$ cat config.mk
export PLATFORM = sky130hd
export DESIGN_NAME = midi_byte_parser_note_stack
export DESIGN_NICKNAME = d
export VERILOG_FILES = /design/src/rtl/mbpns_pkg.sv /design/src/rtl/midi_byte_parser_note_stack.sv /design/src/rtl/mbpns_key_ram.sv /design/src/rtl/mbpns_stack_ctrl.sv
export SDC_FILE = /design/constraint.sdc
export NUM_CORES = 1
export LEC_CHECK = 0
export BUFFER_PORTS_ARGS = -buffer_cell sky130_fd_sc_hd__buf_2
export CAP_MARGIN = 15
export CORE_MARGIN = 1.5
export CORE_UTILIZATION = 61
export CTS_CLUSTER_DIAMETER = 30
export DETAILED_ROUTE_END_ITERATION = 16
export GPL_ROUTABILITY_DRIVEN = 1
export PLACE_DENSITY = 0.88
export SLEW_MARGIN = 20
export SYNTH_ARGS = -nofsm -noshare
export SYNTH_HDL_FRONTEND = slang
export SYNTH_SLANG_ARGS = --single-unit
$ cat constraint.sdc
create_clock -name clk -period 4.5 [get_ports clk]
set_input_delay 0.675 -clock clk [delete_from_list [all_inputs] [get_ports clk]]
set_output_delay 0.675 -clock clk [all_outputs]
set_load 0.02 [all_outputs]
$ cat src/rtl/mbpns_pkg.sv
// shared types and constants for the midi byte parser with key stack
package mbpns_pkg;

    localparam int KEY_W  = 7;
    localparam int BYTE_W = 8;

    // status nibbles that are acted on
    localparam logic [3:0] NIB_NOTE_ON = 4'h9;
    localparam logic [3:0] NIB_CTRL    = 4'hB;
    localparam logic [3:0] NIB_BEND    = 4'hE;

    // controller numbers
    localparam logic [KEY_W-1:0] CC_GLIDE     = 7'd1;
    localparam logic [KEY_W-1:0] CC_VIB_SCALE = 7'd2;
    localparam logic [KEY_W-1:0] CC_ARP       = 7'd7;

    localparam logic [KEY_W-1:0] ARP_MAX     = 7'd127;
    localparam logic [13:0]      BEND_CENTRE = 14'd8192;

    // request to the key stack sequencer
    typedef struct packed {
        logic             valid;
        logic             push;   // 1 push, 0 remove
        logic [KEY_W-1:0] key;
    } stack_cmd_t;

    // status back from the key stack sequencer
    typedef struct packed {
        logic             done;
        logic             held;
        logic [KEY_W-1:0] top;
    } stack_stat_t;

    // result word, lowest field in the lowest bits
    typedef struct packed {
        logic [4:0]       pad;
        logic [13:0]      bend_value;
        logic [KEY_W-1:0] vibrato_scale;
        logic [KEY_W-1:0] vibrato_depth;
        logic             arp_on;
        logic [KEY_W-1:0] arp_rate;
        logic [KEY_W-1:0] glide_amount;
        logic             gate_on;
        logic [KEY_W-1:0] top_note;
    } result_t;

endpackage

$ cat src/rtl/midi_byte_parser_note_stack.sv
// midi byte parser with a newest-key-first note stack, top level
//
// channel   dir  width  contents
// s_*       in   8      one raw midi byte per request
// m_*       out  56     one result per byte: parser and key stack state after it
//
// status bytes, first data bytes and pairs that leave the stack alone go straight to
// T_EMIT: the result register is loaded there once the output is free, then T_IDLE
// a note pair walks the stack memory one entry per cycle: a search over the held keys,
// then, where needed, a shift down on push or up on removal; the hand-off passes through
// cmd_reg, the sequencer and T_WAIT; a byte takes longest with a full stack
// a new byte is taken while the previous result still waits in the output register
// rst_n clears the parser, the settings (bend returns to its centre) and the fill count; no clearing pass is needed
// a stalled output holds its result and blocks the next result, and with it any later byte
module midi_byte_parser_note_stack
    import mbpns_pkg::*;
#(
    parameter int STACK_DEPTH = 20
)
(
    input  logic        clk,
    input  logic        rst_n,
    input  logic        s_tvalid,
    output logic        s_tready,
    input  logic [7:0]  s_tdata,   // midi_byte[7:0]
    output logic        m_tvalid,
    input  logic        m_tready,
    output logic [55:0] m_tdata    // top_note[6:0], gate_on[7], glide_amount[14:8],
                                   // arp_rate[21:15], arp_on[22], vibrato_depth[29:23],
                                   // vibrato_scale[36:30], bend_value[50:37], zeros above
);

    typedef enum logic [1:0] {
        T_IDLE,
        T_WAIT,
        T_EMIT
    } state_t;

    state_t           state_reg, state_next;
    logic             pending_reg, pending_next;     // first data byte seen
    logic [3:0]       nibble_reg, nibble_next;
    logic [KEY_W-1:0] first_reg, first_next;
    logic [KEY_W-1:0] glide_reg, glide_next;
    logic [KEY_W-1:0] arp_rate_reg, arp_rate_next;
    logic             arp_on_reg, arp_on_next;
    logic [KEY_W-1:0] vib_depth_reg, vib_depth_next;
    logic [KEY_W-1:0] vib_scale_reg, vib_scale_next;
    logic [13:0]      bend_reg, bend_next;
    logic [KEY_W-1:0] last_note_reg, last_note_next;
    logic             out_valid_reg, out_valid_next;
    result_t          out_reg, out_next;
    stack_cmd_t       cmd_reg, cmd_next;

    stack_stat_t      stat;
    logic             accept;
    logic [KEY_W-1:0] data_byte;

    mbpns_stack_ctrl #(
        .STACK_DEPTH (STACK_DEPTH)
    ) u_stack (
        .clk   (clk),
        .rst_n (rst_n),
        .cmd   (cmd_reg),
        .stat  (stat)
    );

    assign s_tready  = (state_reg == T_IDLE);
    assign accept    = s_tvalid && s_tready;
    assign data_byte = s_tdata[KEY_W-1:0];

    always_comb
    begin
        state_next     = state_reg;
        pending_next   = pending_reg;
        nibble_next    = nibble_reg;
        first_next     = first_reg;
        glide_next     = glide_reg;
        arp_rate_next  = arp_rate_reg;
        arp_on_next    = arp_on_reg;
        vib_depth_next = vib_depth_reg;
        vib_scale_next = vib_scale_reg;
        bend_next      = bend_reg;
        last_note_next = last_note_reg;
        out_valid_next = out_valid_reg && !m_tready;
        out_next       = out_reg;
        cmd_next       = '0;

        case (state_reg)
            T_IDLE:
            begin
                if (accept)
                begin
                    state_next = T_EMIT;
                    if (s_tdata[7])
                    begin
                        // status byte: keep the message type, restart the pair
                        nibble_next  = s_tdata[7:4];
                        pending_next = 1'b0;
                    end
                    else if (!pending_reg)
                    begin
                        first_next   = data_byte;
                        pending_next = 1'b1;
                    end
                    else
                    begin
                        pending_next = 1'b0;
                        case (nibble_reg)
                            NIB_NOTE_ON:
                            begin
                                cmd_next.valid = 1'b1;
                                cmd_next.key   = first_reg;
                                state_next     = T_WAIT;
                                if (data_byte != '0)
                                begin
                                    cmd_next.push  = 1'b1;
                                    vib_depth_next = data_byte;
                                end
                                else
                                begin
                                    // zero velocity releases the key
                                    cmd_next.push = 1'b0;
                                end
                            end
                            NIB_CTRL:
                            begin
                                if (first_reg == CC_GLIDE)
                                begin
                                    glide_next = data_byte;
                                end
                                if (first_reg == CC_ARP)
                                begin
                                    arp_rate_next = ARP_MAX - data_byte;
                                    arp_on_next   = (data_byte != '0);
                                end
                                if (first_reg == CC_VIB_SCALE)
                                begin
                                    vib_scale_next = data_byte;
                                end
                            end
                            NIB_BEND:
                            begin
                                bend_next = {data_byte, first_reg};
                            end
                            default:
                            begin
                                // note-off and others: pair consumed, no effect
                            end
                        endcase
                    end
                end
            end

            T_WAIT:
            begin
                if (stat.done)
                begin
                    state_next = T_EMIT;
                end
            end

            T_EMIT:
            begin
                if (!out_valid_reg || m_tready)
                begin
                    out_next.pad           = '0;
                    out_next.top_note      = stat.held ? stat.top : last_note_reg;
                    out_next.gate_on       = stat.held;
                    out_next.glide_amount  = glide_reg;
                    out_next.arp_rate      = arp_rate_reg;
                    out_next.arp_on        = arp_on_reg;
                    out_next.vibrato_depth = vib_depth_reg;
                    out_next.vibrato_scale = vib_scale_reg;
                    out_next.bend_value    = bend_reg;
                    if (stat.held)
                    begin
                        last_note_next = stat.top;
                    end
                    out_valid_next = 1'b1;
                    state_next     = T_IDLE;
                end
            end

            default:
            begin
                state_next = T_IDLE;
            end
        endcase
    end

    always_ff @(posedge clk or negedge rst_n)
    begin
        if (!rst_n)
        begin
            state_reg     <= T_IDLE;
            pending_reg   <= 1'b0;
            nibble_reg    <= '0;
            first_reg     <= '0;
            glide_reg     <= '0;
            arp_rate_reg  <= '0;
            arp_on_reg    <= 1'b0;
            vib_depth_reg <= '0;
            vib_scale_reg <= '0;
            bend_reg      <= BEND_CENTRE;
            last_note_reg <= '0;
            out_valid_reg <= 1'b0;
            cmd_reg       <= '0;
        end
        else
        begin
            state_reg     <= state_next;
            pending_reg   <= pending_next;
            nibble_reg    <= nibble_next;
            first_reg     <= first_next;
            glide_reg     <= glide_next;
            arp_rate_reg  <= arp_rate_next;
            arp_on_reg    <= arp_on_next;
            vib_depth_reg <= vib_depth_next;
            vib_scale_reg <= vib_scale_next;
            bend_reg      <= bend_next;
            last_note_reg <= last_note_next;
            out_valid_reg <= out_valid_next;
            cmd_reg       <= cmd_next;
        end
    end

    // result payload needs no reset
    always_ff @(posedge clk)
    begin
        out_reg <= out_next;
    end

    assign m_tvalid = out_valid_reg;
    assign m_tdata  = out_reg;

endmodule

$ cat src/rtl/mbpns_key_ram.sv
// key stack storage, one write and one registered read port
module mbpns_key_ram
    import mbpns_pkg::*;
#(
    parameter int STACK_DEPTH = 20
)
(
    input  logic                           clk,
    input  logic                           wr_en,
    input  logic [$clog2(STACK_DEPTH)-1:0] wr_addr,
    input  logic [KEY_W-1:0]               wr_data,
    input  logic                           rd_en,
    input  logic [$clog2(STACK_DEPTH)-1:0] rd_addr,
    output logic [KEY_W-1:0]               rd_data
);

    logic [KEY_W-1:0] mem [STACK_DEPTH];
    logic [KEY_W-1:0] rd_data_reg;

    always_ff @(posedge clk)
    begin
        if (wr_en)
        begin
            mem[wr_addr] <= wr_data;
        end
        if (rd_en)
        begin
            rd_data_reg <= mem[rd_addr];
        end
    end

    assign rd_data = rd_data_reg;

endmodule

$ cat src/rtl/mbpns_stack_ctrl.sv
// key stack sequencer: search, shift down on push, close the gap on removal
module mbpns_stack_ctrl
    import mbpns_pkg::*;
#(
    parameter int STACK_DEPTH = 20
)
(
    input  logic        clk,
    input  logic        rst_n,
    input  stack_cmd_t  cmd,
    output stack_stat_t stat
);

    localparam int AW = $clog2(STACK_DEPTH);
    localparam int CW = $clog2(STACK_DEPTH + 1);
    localparam logic [CW-1:0] DEPTH_C = CW'(STACK_DEPTH);

    typedef enum logic [1:0] {
        ST_IDLE,
        ST_SEARCH,
        ST_SHIFT_DN,
        ST_SHIFT_UP
    } state_t;

    state_t           state_reg, state_next;
    logic             push_reg, push_next;
    logic [KEY_W-1:0] key_reg, key_next;
    logic [CW-1:0]    count_reg, count_next;
    logic [CW-1:0]    scan_reg, scan_next;
    logic             chk_valid_reg, chk_valid_next;
    logic [AW-1:0]    chk_addr_reg, chk_addr_next;
    logic             wr_pend_reg, wr_pend_next;
    logic [AW-1:0]    wr_addr_reg, wr_addr_next;
    logic [KEY_W-1:0] top_reg, top_next;
    logic             done_reg, done_next;

    logic             ram_wr_en;
    logic [AW-1:0]    ram_wr_addr;
    logic [KEY_W-1:0] ram_wr_data;
    logic             ram_rd_en;
    logic [AW-1:0]    ram_rd_addr;
    logic [KEY_W-1:0] ram_rd_data;
    logic [CW-1:0]    scan_dec;
    logic             hit;

    mbpns_key_ram #(
        .STACK_DEPTH (STACK_DEPTH)
    ) u_ram (
        .clk     (clk),
        .wr_en   (ram_wr_en),
        .wr_addr (ram_wr_addr),
        .wr_data (ram_wr_data),
        .rd_en   (ram_rd_en),
        .rd_addr (ram_rd_addr),
        .rd_data (ram_rd_data)
    );

    assign scan_dec = scan_reg - CW'(1);
    assign hit      = chk_valid_reg && (ram_rd_data == key_reg);

    always_comb
    begin
        state_next     = state_reg;
        push_next      = push_reg;
        key_next       = key_reg;
        count_next     = count_reg;
        scan_next      = scan_reg;
        chk_valid_next = chk_valid_reg;
        chk_addr_next  = chk_addr_reg;
        wr_pend_next   = wr_pend_reg;
        wr_addr_next   = wr_addr_reg;
        top_next       = top_reg;
        done_next      = 1'b0;
        ram_wr_en      = 1'b0;
        ram_wr_addr    = '0;
        ram_wr_data    = '0;
        ram_rd_en      = 1'b0;
        ram_rd_addr    = '0;

        case (state_reg)
            ST_IDLE:
            begin
                if (cmd.valid)
                begin
                    key_next       = cmd.key;
                    push_next      = cmd.push;
                    scan_next      = '0;
                    chk_valid_next = 1'b0;
                    wr_pend_next   = 1'b0;
                    state_next     = ST_SEARCH;
                end
            end

            ST_SEARCH:
            begin
                if (hit)
                begin
                    chk_valid_next = 1'b0;
                    if (push_reg)
                    begin
                        done_next  = 1'b1;
                        state_next = ST_IDLE;
                    end
                    else
                    begin
                        scan_next  = CW'(chk_addr_reg) + CW'(1);
                        state_next = ST_SHIFT_UP;
                    end
                end
                else if (scan_reg < count_reg)
                begin
                    ram_rd_en      = 1'b1;
                    ram_rd_addr    = scan_reg[AW-1:0];
                    chk_valid_next = 1'b1;
                    chk_addr_next  = scan_reg[AW-1:0];
                    scan_next      = scan_reg + CW'(1);
                end
                else
                begin
                    // key not held
                    chk_valid_next = 1'b0;
                    if (push_reg)
                    begin
                        scan_next  = (count_reg == DEPTH_C) ? (DEPTH_C - CW'(1)) : count_reg;
                        state_next = ST_SHIFT_DN;
                    end
                    else
                    begin
                        done_next  = 1'b1;
                        state_next = ST_IDLE;
                    end
                end
            end

            ST_SHIFT_DN:
            begin
                if (wr_pend_reg)
                begin
                    ram_wr_en    = 1'b1;
                    ram_wr_addr  = wr_addr_reg;
                    ram_wr_data  = ram_rd_data;
                    wr_pend_next = 1'b0;
                end
                if (scan_reg != '0)
                begin
                    // move entry scan-1 to scan, oldest first
                    ram_rd_en    = 1'b1;
                    ram_rd_addr  = scan_dec[AW-1:0];
                    wr_pend_next = 1'b1;
                    wr_addr_next = scan_reg[AW-1:0];
                    scan_next    = scan_dec;
                end
                else if (!wr_pend_reg)
                begin
                    ram_wr_en   = 1'b1;
                    ram_wr_addr = '0;
                    ram_wr_data = key_reg;
                    count_next  = (count_reg == DEPTH_C) ? count_reg : count_reg + CW'(1);
                    done_next   = 1'b1;
                    state_next  = ST_IDLE;
                end
            end

            ST_SHIFT_UP:
            begin
                if (wr_pend_reg)
                begin
                    ram_wr_en    = 1'b1;
                    ram_wr_addr  = wr_addr_reg;
                    ram_wr_data  = ram_rd_data;
                    wr_pend_next = 1'b0;
                end
                if (scan_reg < count_reg)
                begin
                    // move entry scan up to scan-1
                    ram_rd_en    = 1'b1;
                    ram_rd_addr  = scan_reg[AW-1:0];
                    wr_pend_next = 1'b1;
                    wr_addr_next = scan_dec[AW-1:0];
                    scan_next    = scan_reg + CW'(1);
                end
                else if (!wr_pend_reg)
                begin
                    count_next = count_reg - CW'(1);
                    done_next  = 1'b1;
                    state_next = ST_IDLE;
                end
            end

            default:
            begin
                state_next = ST_IDLE;
            end
        endcase

        // mirror of the top entry
        if (ram_wr_en && (ram_wr_addr == '0))
        begin
            top_next = ram_wr_data;
        end
    end

    always_ff @(posedge clk or negedge rst_n)
    begin
        if (!rst_n)
        begin
            state_reg     <= ST_IDLE;
            count_reg     <= '0;
            chk_valid_reg <= 1'b0;
            wr_pend_reg   <= 1'b0;
            done_reg      <= 1'b0;
            top_reg       <= '0;
        end
        else
        begin
            state_reg     <= state_next;
            count_reg     <= count_next;
            chk_valid_reg <= chk_valid_next;
            wr_pend_reg   <= wr_pend_next;
            done_reg      <= done_next;
            top_reg       <= top_next;
        end
    end

    always_ff @(posedge clk)
    begin
        push_reg     <= push_next;
        key_reg      <= key_next;
        scan_reg     <= scan_next;
        chk_addr_reg <= chk_addr_next;
        wr_addr_reg  <= wr_addr_next;
    end

    assign stat.done = done_reg;
    assign stat.held = (count_reg != '0);
    assign stat.top  = top_reg;

endmodule

==> results of run 1 <==
-- Yosys cell counts (4+ instances only) --
| cell | instances | area [sq um] |
|---|---|---|
| nand3b_1 | 4 | 30.0 |
| edfxtp_1 | 221 | 6640 |
| buf_4 | 8 | 60.1 |
| nand2_1 | 142 | 533 |
| mux2i_1 | 41 | 410 |
| a21oi_1 | 29 | 145 |
| a22oi_1 | 4 | 30.0 |
| nand4_1 | 13 | 81.3 |
| xor2_1 | 6 | 52.6 |
| buf_2 | 12 | 60.1 |
| a311oi_1 | 8 | 70.1 |
| ha_1 | 14 | 175 |
| nor3_1 | 7 | 35.0 |
| and2_1 | 15 | 93.8 |
| nand3_1 | 21 | 105 |
| nand2b_1 | 7 | 43.8 |
| nor2_1 | 40 | 150 |
| clkbuf_1 | 18 | 67.6 |
| buf_6 | 4 | 45.0 |
| mux2_2 | 54 | 608 |
| o21ai_0 | 19 | 95.1 |
| nor2b_1 | 8 | 50.1 |
| xnor2_1 | 19 | 166 |
| inv_1 | 25 | 93.8 |
| o311ai_0 | 4 | 35.0 |
| and3_1 | 13 | 81.3 |
| dfrtp_1 | 90 | 2250 |
| a221oi_1 | 5 | 43.8 |
| a22o_1 | 14 | 123 |
-- per-stage QoR --
step	area (sq um)	total power, uW	hold WS [ps]	worst slack [ps]	std cells
3_3_place_gp	13600	3140	405	754	1246
5_1_grt	15100	6530	305	317	1322
4_1_cts	15000	6420	251	552	1322
6_report	15100	6420	232	506	1322
3_5_place_dp	13600	3140	411	628	1246
2_1_floorplan	13100	3110	379	1370	936
-- cells by family (layout without fill, tap and decap cells) --
kind of cell | count (synthesis) | in the layout | synth area share
AOI/OAI and AO/OA | 128 | 128 | 0.0781
xor gates and xnor gates | 25 | 25 | 0.0168
adders and majority gates | 15 | 15 | 0.0150
buffers and inverters | 71 | 182 | 0.0262
DFF | 312 | 312 | 0.683
muxes | 95 | 95 | 0.0781
other | 1 | 5 | 0.000287
and+or+nand+nor | 285 | 285 | 0.102
-- per-layer routing --
layer | vias up | wire (um) | global-route usage
met4 | 0 | 1130 | 0.120
li1 | 3599 | - | -
met3 | 118 | 3010 | 0.0636
met5 | - | 0 | 0
met1 | 4183 | 11800 | 0.385
met2 | 593 | 15700 | 0.485
-- critical path, stage by stage (launching register included) --
cell	delay, ps
edfxtp_1	520
inv_1	300
ha_1	190
or4b_1	500
and2_1	290
nand2_2	170
o31a_2	460
buf_4	330
mux2i_1	250
mux2i_1	120
mux2_2	300
a221o_1	300
-- cell type report --
type                            instances  area share
Clock inverter                         29      0.0214
Multi-Input combinational cell        553       0.253
Timing Repair Buffer                   80      0.0311
Clock buffer                           47      0.0725
Sequential cell                       312       0.592
Inverter                               26     0.00648
Tap cell                              275      0.0229
-- worst paths after layout --
| path | slack, ps | start | depth (start not counted) | endpoint |
|---|---|---|---|---|
| min in group clk | 430 | cmd_reg[4]$_DFF_PN0_ | 0 | u_stack.key_reg[4]$_DFFE_PP_ |
| worst min-delay path | 230 | rst_n | 1 | vib_scale_reg[3]$_DFFE_PN0P_ |
| max in group asynchronous | 3340 | rst_n | 2 | bend_reg[8]$_DFFE_PN0P_ |
| worst max-delay path | 510 | u_stack.scan_reg[0]$_DFFE_PP_ | 11 | u_stack.u_ram.rd_data[6]$_DFFE_PP_ |
| worst min register to register | 430 | cmd_reg[4]$_DFF_PN0_ | 0 | u_stack.key_reg[4]$_DFFE_PP_ |
| worst max register to register | 510 | u_stack.scan_reg[0]$_DFFE_PP_ | 11 | u_stack.u_ram.rd_data[6]$_DFFE_PP_ |
-- power by group through the flow --
stage               Combinational, uW  Clock (uW)  Sequential (uW)
CTS                              36.6        3330             3050
global placement                 35.3           0             3110
floorplan                        8.23           0             3110
finish                           36.5        3330             3050
global route                     41.0        3450             3050
detailed placement               35.7           0             3110
==> flow_summary.yaml, run 1 <==
run_status:
  status: "complete, no violations"
yosys:
  synth_top_flop_cell: "edfxtp_1"
  ys_seq_elements: 312
  async_flop_share: 0.292
  synthCells: 932
  synth.distinct_cells: 69
  netlist_area_sq_um: 13000
  postSynthAreaPerCell_sq_um: 14.0
  synth_edf_count: 221
  yosysWarnings: 0
  seq_area_frac_synth: 0.683
floorplan:
  rows: 53
  coreArea_sq_um: 21000
  initial_core_util: 0.621
  io_pins: 70
  die_y_um: 149
  die_w_um: 149
  dieArea_sq_um: 22300
clock_network:
  cts_resized: 0
  cts_hold_buf: 0
  cts_root_buf: "clkbuf_16"
  clockBufferDepth: 3
  cts-htree-levels: 2
  cts_num_sinks: 312
  cts_tree: "done"
  numCtsBuffers: 41
  path_clk_slew_ps: 60
  clk-insertion-delay-late_ps: 520
  post_cts_buffers: 0
global_routing:
  grt_pass1_wl_um: 49100
  overflow: 0
  antenna_found_initial: 0
  grt_max_degree: 61
  grt.total_usage: 0.295
  grt_pass1_vias: 8557
timing:
  finalSetupTns_ps: 0
  tightest_slew_ps: 1110
  skew_ps: 15.5
  relSlewSlack: 0.257
  fmax_ghz: 0.250
  setup_viol: 0
  finalCritPeriodShare: 0.887
  rsz0062_at_grt: "false"
  hold_violations: 0
  final.min_clock_period_ps: 3990
  finalMaxSlewViolations: 0
final_layout:
  largest_reg_flops: 140
  final_util: 0.716
  fillers: 1165
  nets: 1041
  area_growth_pct: 15.4
  antenna_cells: 0
  final_common_cell: "edfxtp_1"
  final_cell_mix: "edfxtp_1, nand2_1, dfrtp_1"
  seqCellArea_sq_um: 8910
  layout-drive-gt1-share: 0.212
  multi_input_area_sq_um: 3810
worst_setup_path:
  crit_arrival_ps: 4260
  endpoint_kind: "flip-flop"
  crit_path_start_kind: "flip-flop"
  cp.required_ps: 4770
  worstPathMaxFanout: 17
  worstSetupPathType: "flip-flop to flip-flop"
power_and_ir_drop:
  combinationalPowerShare: 0.006
  swShare: 0.209
  clockPowerShare: 0.519
  irDropWorstVdd_uv: 451
  seqPwrFrac: 0.475
  power.internal_uw: 5080
  p_leak_uw: 0.00596
  power.density_nw_per_um2: 426
  p_sw_uw: 1340
run:
  cap_violations: 0
detailed_routing:
  dr.pass1.iters: 5
  route.vias.total: 8493
  wl_per_cell_um: 23.9
  drtIter0Drc: 1071
  drt-total-wl_um: 31600
  antenna_left: 0
  drc_errors: 0
  post_drt_via_cell_ratio: 6.42
hold_path:
  hold_path.class: "input pin to async pin"
placement:
  gp_congestion: 0.859
  dp_hpwl_um: 17900
  io_buffers: 64
Note: power is estimated with default switching activity, not from simulation.
==> run 2: changes to the inputs <==
--- a/config.mk
+++ b/config.mk
@@ -12,7 +12,7 @@
 export CTS_CLUSTER_DIAMETER = 30
 export DETAILED_ROUTE_END_ITERATION = 16
 export GPL_ROUTABILITY_DRIVEN = 1
-export PLACE_DENSITY = 0.88
+export PLACE_DENSITY = 0.83
 export SLEW_MARGIN = 20
 export SYNTH_ARGS = -nofsm -noshare
 export SYNTH_HDL_FRONTEND = slang
==> run 2 against run 1 <==
Compared with the run above:
- clock power grew 4%
- critical path depth did not move
- worst hold slack lost 59 ps
- worst setup slack worse by 97 ps
- highest routed layer unchanged
- final area rose by 0.49%
- flip-flop and latch count stayed put
- utilization increased by 0.35 points
- largest power group unchanged
- via count shrank 2.9%
- sequential power is essentially flat
- sequential share of layout area decreased by 0.29 points
- total power grew 1.8%
==> flow_summary.yaml, run 2 (synthesis results as in run 1) <==
worst_setup_path:
  worstPathMaxFanout: 32
  endpoint_kind: "flip-flop"
  crit_top_cell: "mux2i_1"
  cp_top_family: "simple AND/OR/NAND/NOR gates"
  crit_arrival_ps: 4350
  worst_path_max_delay_cell: "o31a_2"
  critPathBufInv: 2
  regToRegSetupSlack_ps: 410
  crit_path_start_kind: "flip-flop"
  critical_path.max_stage_delay_ps: 710
  crit_chain: "inv_1 > ha_1 > or4b_1 > and2_1 > nand2_2 > o31a_2 > buf_4 > mux2i_1 > mux2i_1 > mux2i_1 > o221ai_1"
  worstSetupPathType: "flip-flop to flip-flop"
  cp.required_ps: 4760
power_and_ir_drop:
  p_sw_uw: 1330
  seqPwrFrac: 0.467
  power.density_nw_per_um2: 432
  power.internal_uw: 5200
  combinationalPowerShare: 0.005
  irDropWorstVdd_uv: 570
  swShare: 0.203
  clockPowerShare: 0.528
  p_leak_uw: 0.00600
  finalPower_uw: 6530
detailed_routing:
  dr.pass1.iters: 5
  drtIter0Drc: 1026
  route.vias.total: 8250
  drc_errors: 0
  antenna_left: 0
  post_drt_via_cell_ratio: 6.22
  wl_per_cell_um: 22.9
  drt-total-wl_um: 30400
timing:
  finalCritPeriodShare: 0.909
  finalSetupTns_ps: 0
  fmax_ghz: 0.244
  finalMaxSlewViolations: 0
  tightest_slew_ps: 1070
  rsz0062_at_grt: "false"
  timing.hold.ws_ps: 173
  setup_viol: 0
  skew_ps: 17.0
  final.min_clock_period_ps: 4090
  hold_violations: 0
  relSlewSlack: 0.286
clock_network:
  numCtsBuffers: 43
  clk-insertion-delay-late_ps: 540
  cts_hold_buf: 0
  cts_num_sinks: 312
  post_cts_buffers: 0
  cts_resized: 0
  clockBufferDepth: 3
  cts_root_buf: "clkbuf_16"
  cts-htree-levels: 2
  cts_tree: "done"
  path_clk_slew_ps: 70
global_routing:
  grt_pass1_vias: 8500
  grt.total_usage: 0.281
  antenna_found_initial: 0
  overflow: 0
  grt_pass1_wl_um: 47000
  grt_max_degree: 57
run_status:
  status: "complete, no violations"
floorplan:
  die_w_um: 149
  io_pins: 70
  coreArea_sq_um: 21000
  dieArea_sq_um: 22300
  rows: 53
  die_y_um: 149
  initial_core_util: 0.621
final_layout:
  final_common_cell: "edfxtp_1"
  nets: 1044
  layout-drive-gt1-share: 0.213
  largest_reg_flops: 140
  area_growth_pct: 15.9
  final_cell_mix: "edfxtp_1, nand2_1, dfrtp_1"
  antenna_cells: 0
hold_path:
  hold_path.class: "input pin to async pin"
placement:
  dp_hpwl_um: 17700
  gp_congestion: 0.865
  io_buffers: 64
run:
  cap_violations: 0
[run 2: changes by cell type in the layout (fill, tap and decap cells not counted), sizes merged]
cell,before,now
buf,80,81
inv,38,34
bufinv,4,5
clkinvlp,4,2
clkbuf,47,52
clkinv,9,13
[run 2: area by class of cell]
| type | count | area (sq um) |
|---|---|---|
| clock buffer | 52 | 1150 |
| fill | 1213 | 5900 |
| tap | 275 | 344 |
| multi-input combinational | 553 | 3810 |
| sequential | 312 | 8910 |
| clock inverter | 28 | 339 |
| timing repair buffer | 81 | 463 |
| inverter | 26 | 100 |
[run 2: metal layers]
layer | GRT usage | up-vias | wire, um | share of wire
met3 | 0.0575 | 91 | 2540 | 0.084
li1 | - | 3611 | - | -
met1 | 0.371 | 4094 | 11600 | 0.38
met5 | 0 | - | 0 | 0
met4 | 0.118 | 0 | 1010 | 0.033
met2 | 0.459 | 454 | 15300 | 0.50
[run 2: power groups by stage]
stage	clock, uW	combinational [uW]	sequential, uW
2_1_floorplan	0	8.23	3110
3_3_place_gp	0	35.9	3110
3_5_place_dp	0	36.5	3110
4_1_cts	3460	36.3	3050
5_1_grt	3580	40.3	3050
6_report	3450	35.8	3050
[run 2: final timing paths]
path	startpoint	end	depth (start not counted)
setup reg to reg	u_stack.scan_reg[0]$_DFFE_PP_	u_stack.u_ram.rd_data[3]$_DFFE_PP_	11
max in group asynchronous	rst_n	u_stack.state_reg[0]$_DFFE_PN0P_	2
setup / recovery	u_stack.scan_reg[0]$_DFFE_PP_	u_stack.u_ram.rd_data[3]$_DFFE_PP_	11
hold / removal	rst_n	first_reg[3]$_DFFE_PN0P_	1
hold reg to reg	cmd_reg[7]$_DFF_PN0_	u_stack.push_reg$_DFFE_PP_	0
min in group clk	cmd_reg[7]$_DFF_PN0_	u_stack.push_reg$_DFFE_PP_	0
[run 2: stage by stage]
step,setup WS (ps),instance area (sq um),cells,util
after floorplan,1370,13100,936,-
after global placement,699,13600,1247,0.648
after detailed placement,480,13600,1247,0.648
after CTS,479,15100,1327,0.719
after global routing,184,15100,1327,0.719
final,409,15100,1327,0.719
==> run 3: changes to the inputs <==
--- a/config.mk
+++ b/config.mk
@@ -8,11 +8,10 @@
 export BUFFER_PORTS_ARGS = -buffer_cell sky130_fd_sc_hd__buf_2
 export CAP_MARGIN = 15
 export CORE_MARGIN = 1.5
-export CORE_UTILIZATION = 61
+export CORE_UTILIZATION = 65
 export CTS_CLUSTER_DIAMETER = 30
 export DETAILED_ROUTE_END_ITERATION = 16
-export GPL_ROUTABILITY_DRIVEN = 1
-export PLACE_DENSITY = 0.83
+export PLACE_DENSITY = 0.87
 export SLEW_MARGIN = 20
 export SYNTH_ARGS = -nofsm -noshare
 export SYNTH_HDL_FRONTEND = slang
==> constraint.sdc (replaced) <==
create_clock -name clk -period 5.2 [get_ports clk]
set_input_delay 0.78 -clock clk [delete_from_list [all_inputs] [get_ports clk]]
set_output_delay 0.78 -clock clk [all_outputs]
set_load 0.02 [all_outputs]
==> run 3 against run 2 <==
Compared with the run above:
- sequential share of layout area grew 0.26 points
- critical endpoint is now u_stack.u_ram.rd_data[4]$_DFFE_PP_
- routed wire length grew 5.1%
- total power shrank 14%
- worst hold slack gained 100 ps
- largest power group unchanged
- register-to-register slack gained 410 ps
==> flow_summary.yaml, run 3 (synthesis results as in run 1) <==
worst_setup_path:
  endpoint_kind: "flip-flop"
  worst_path_max_delay_cell: "o31a_2"
  crit_chain: "inv_1 > ha_1 > or4b_1 > and2_1 > nand2_2 > o31a_2 > buf_4 > nand2_1 > and3_1 > a311oi_1 > a211o_1"
  critical_path.max_stage_delay_ps: 810
  cp_top_family: "compound AO/OA/AOI/OAI gates"
  critPathBufInv: 2
  crit_arrival_ps: 4780
  crit_path_start_kind: "flip-flop"
  worstSetupPathType: "flip-flop to flip-flop"
  cp.required_ps: 5610
  worstPathMaxFanout: 38
floorplan:
  dieArea_sq_um: 20900
  die_y_um: 145
  rows: 51
  die_w_um: 145
  initial_core_util: 0.666
  coreArea_sq_um: 19600
  io_pins: 70
timing:
  finalCritPeriodShare: 0.842
  fmax_ghz: 0.228
  timing.final.ws_setup_ps: 823
  setup_viol: 0
  final.min_clock_period_ps: 4380
  finalMaxSlewViolations: 0
  finalSetupTns_ps: 0
  relSlewSlack: 0.340
  hold_violations: 0
  rsz0062_at_grt: "false"
  skew_ps: 27.6
  tightest_slew_ps: 987
clock_network:
  clockBufferDepth: 3
  clk-insertion-delay-late_ps: 540
  numCtsBuffers: 45
  cts_root_buf: "clkbuf_16"
  cts-htree-levels: 2
  cts_tree: "done"
  path_clk_slew_ps: 60
  cts_resized: 0
  cts_num_sinks: 312
  cts_hold_buf: 0
  post_cts_buffers: 0
detailed_routing:
  wl_per_cell_um: 24.3
  drc_errors: 0
  post_drt_via_cell_ratio: 6.56
  dr.pass1.iters: 5
  drt-total-wl_um: 31900
  drtIter0Drc: 1272
  route.vias.total: 8622
  antenna_left: 0
final_layout:
  seqCellArea_sq_um: 8910
  nets: 1041
  multi_input_area_sq_um: 3810
  final_cell_mix: "edfxtp_1, nand2_1, dfrtp_1"
  layout-drive-gt1-share: 0.214
  instances_no_fill: 1315
  fillers: 1010
  area_growth_pct: 15.4
  largest_reg_flops: 140
  antenna_cells: 0
  final_util: 0.769
  final_common_cell: "edfxtp_1"
global_routing:
  grt_pass1_wl_um: 48800
  use_met3: 0.0632
  antenna_found_initial: 0
  grtUsageMet2: 0.507
  overflow: 0
  grt_pass1_vias: 8524
  use_met1: 0.432
  grt.total_usage: 0.317
  grt_max_degree: 49
  top_usage_layer: "met2"
hold_path:
  hold_path.class: "input pin to async pin"
power_and_ir_drop:
  clockPowerShare: 0.527
  power.internal_uw: 4450
  swShare: 0.211
  seqPwrFrac: 0.467
  power.density_nw_per_um2: 375
  irDropWorstVdd_uv: 484
  finalPower_uw: 5650
  p_leak_uw: 0.00597
  p_sw_uw: 1190
  combinationalPowerShare: 0.006
placement:
  dp_hpwl_um: 17400
  preCtsSetupSlack_ps: 1150
  gp_congestion: 0.897
  io_buffers: 64
  place_inst: 1232
run_status:
  status: "complete, no violations"
run:
  cap_violations: 0
-- run 3: layout make-up --
cell class,instances,share of cell area
clock inverters,29,0.0178
well taps,265,0.0220
clock buffers,54,0.0811
inverters,26,0.00648
repair buffers,76,0.0274
flip-flops and latches,312,0.592
multi-input cells,553,0.253
-- run 3: final timing paths --
kind	start	endpoint	slack [ps]	cells past startpoint
hold / removal	rst_n	glide_reg[6]$_DFFE_PN0P_	270	1
setup reg to reg	u_stack.scan_reg[0]$_DFFE_PP_	u_stack.u_ram.rd_data[4]$_DFFE_PP_	820	11
max in group asynchronous	rst_n	nibble_reg[3]$_DFFE_PN0P_	3880	2
setup / recovery	u_stack.scan_reg[0]$_DFFE_PP_	u_stack.u_ram.rd_data[4]$_DFFE_PP_	820	11
min in group clk	cmd_reg[5]$_DFF_PN0_	u_stack.key_reg[5]$_DFFE_PP_	430	0
hold reg to reg	cmd_reg[5]$_DFF_PN0_	u_stack.key_reg[5]$_DFFE_PP_	430	0
-- run 3: stage by stage --
step / instance area, sq um / hold slack (ps)
CTS: 15100 / 289
global placement: 13600 / 404
global route: 15100 / 336
detailed placement: 13600 / 405
floorplan: 13100 / 401
finish: 15100 / 275
-- run 3: metal layers --
layer	routed length (um)	up-vias
met5	0	-
met4	1410	0
met3	3190	154
met2	15200	655
met1	12100	4199
li1	-	3614
-- run 3: power groups by stage --
stage	clock network [uW]	registers, uW	logic, uW
floorplan	0	2690	7.12
global placement	0	2690	31.1
detailed placement	0	2690	31.3
CTS	2980	2640	32.4
global route	3080	2640	36.1
finish	2980	2640	32.5
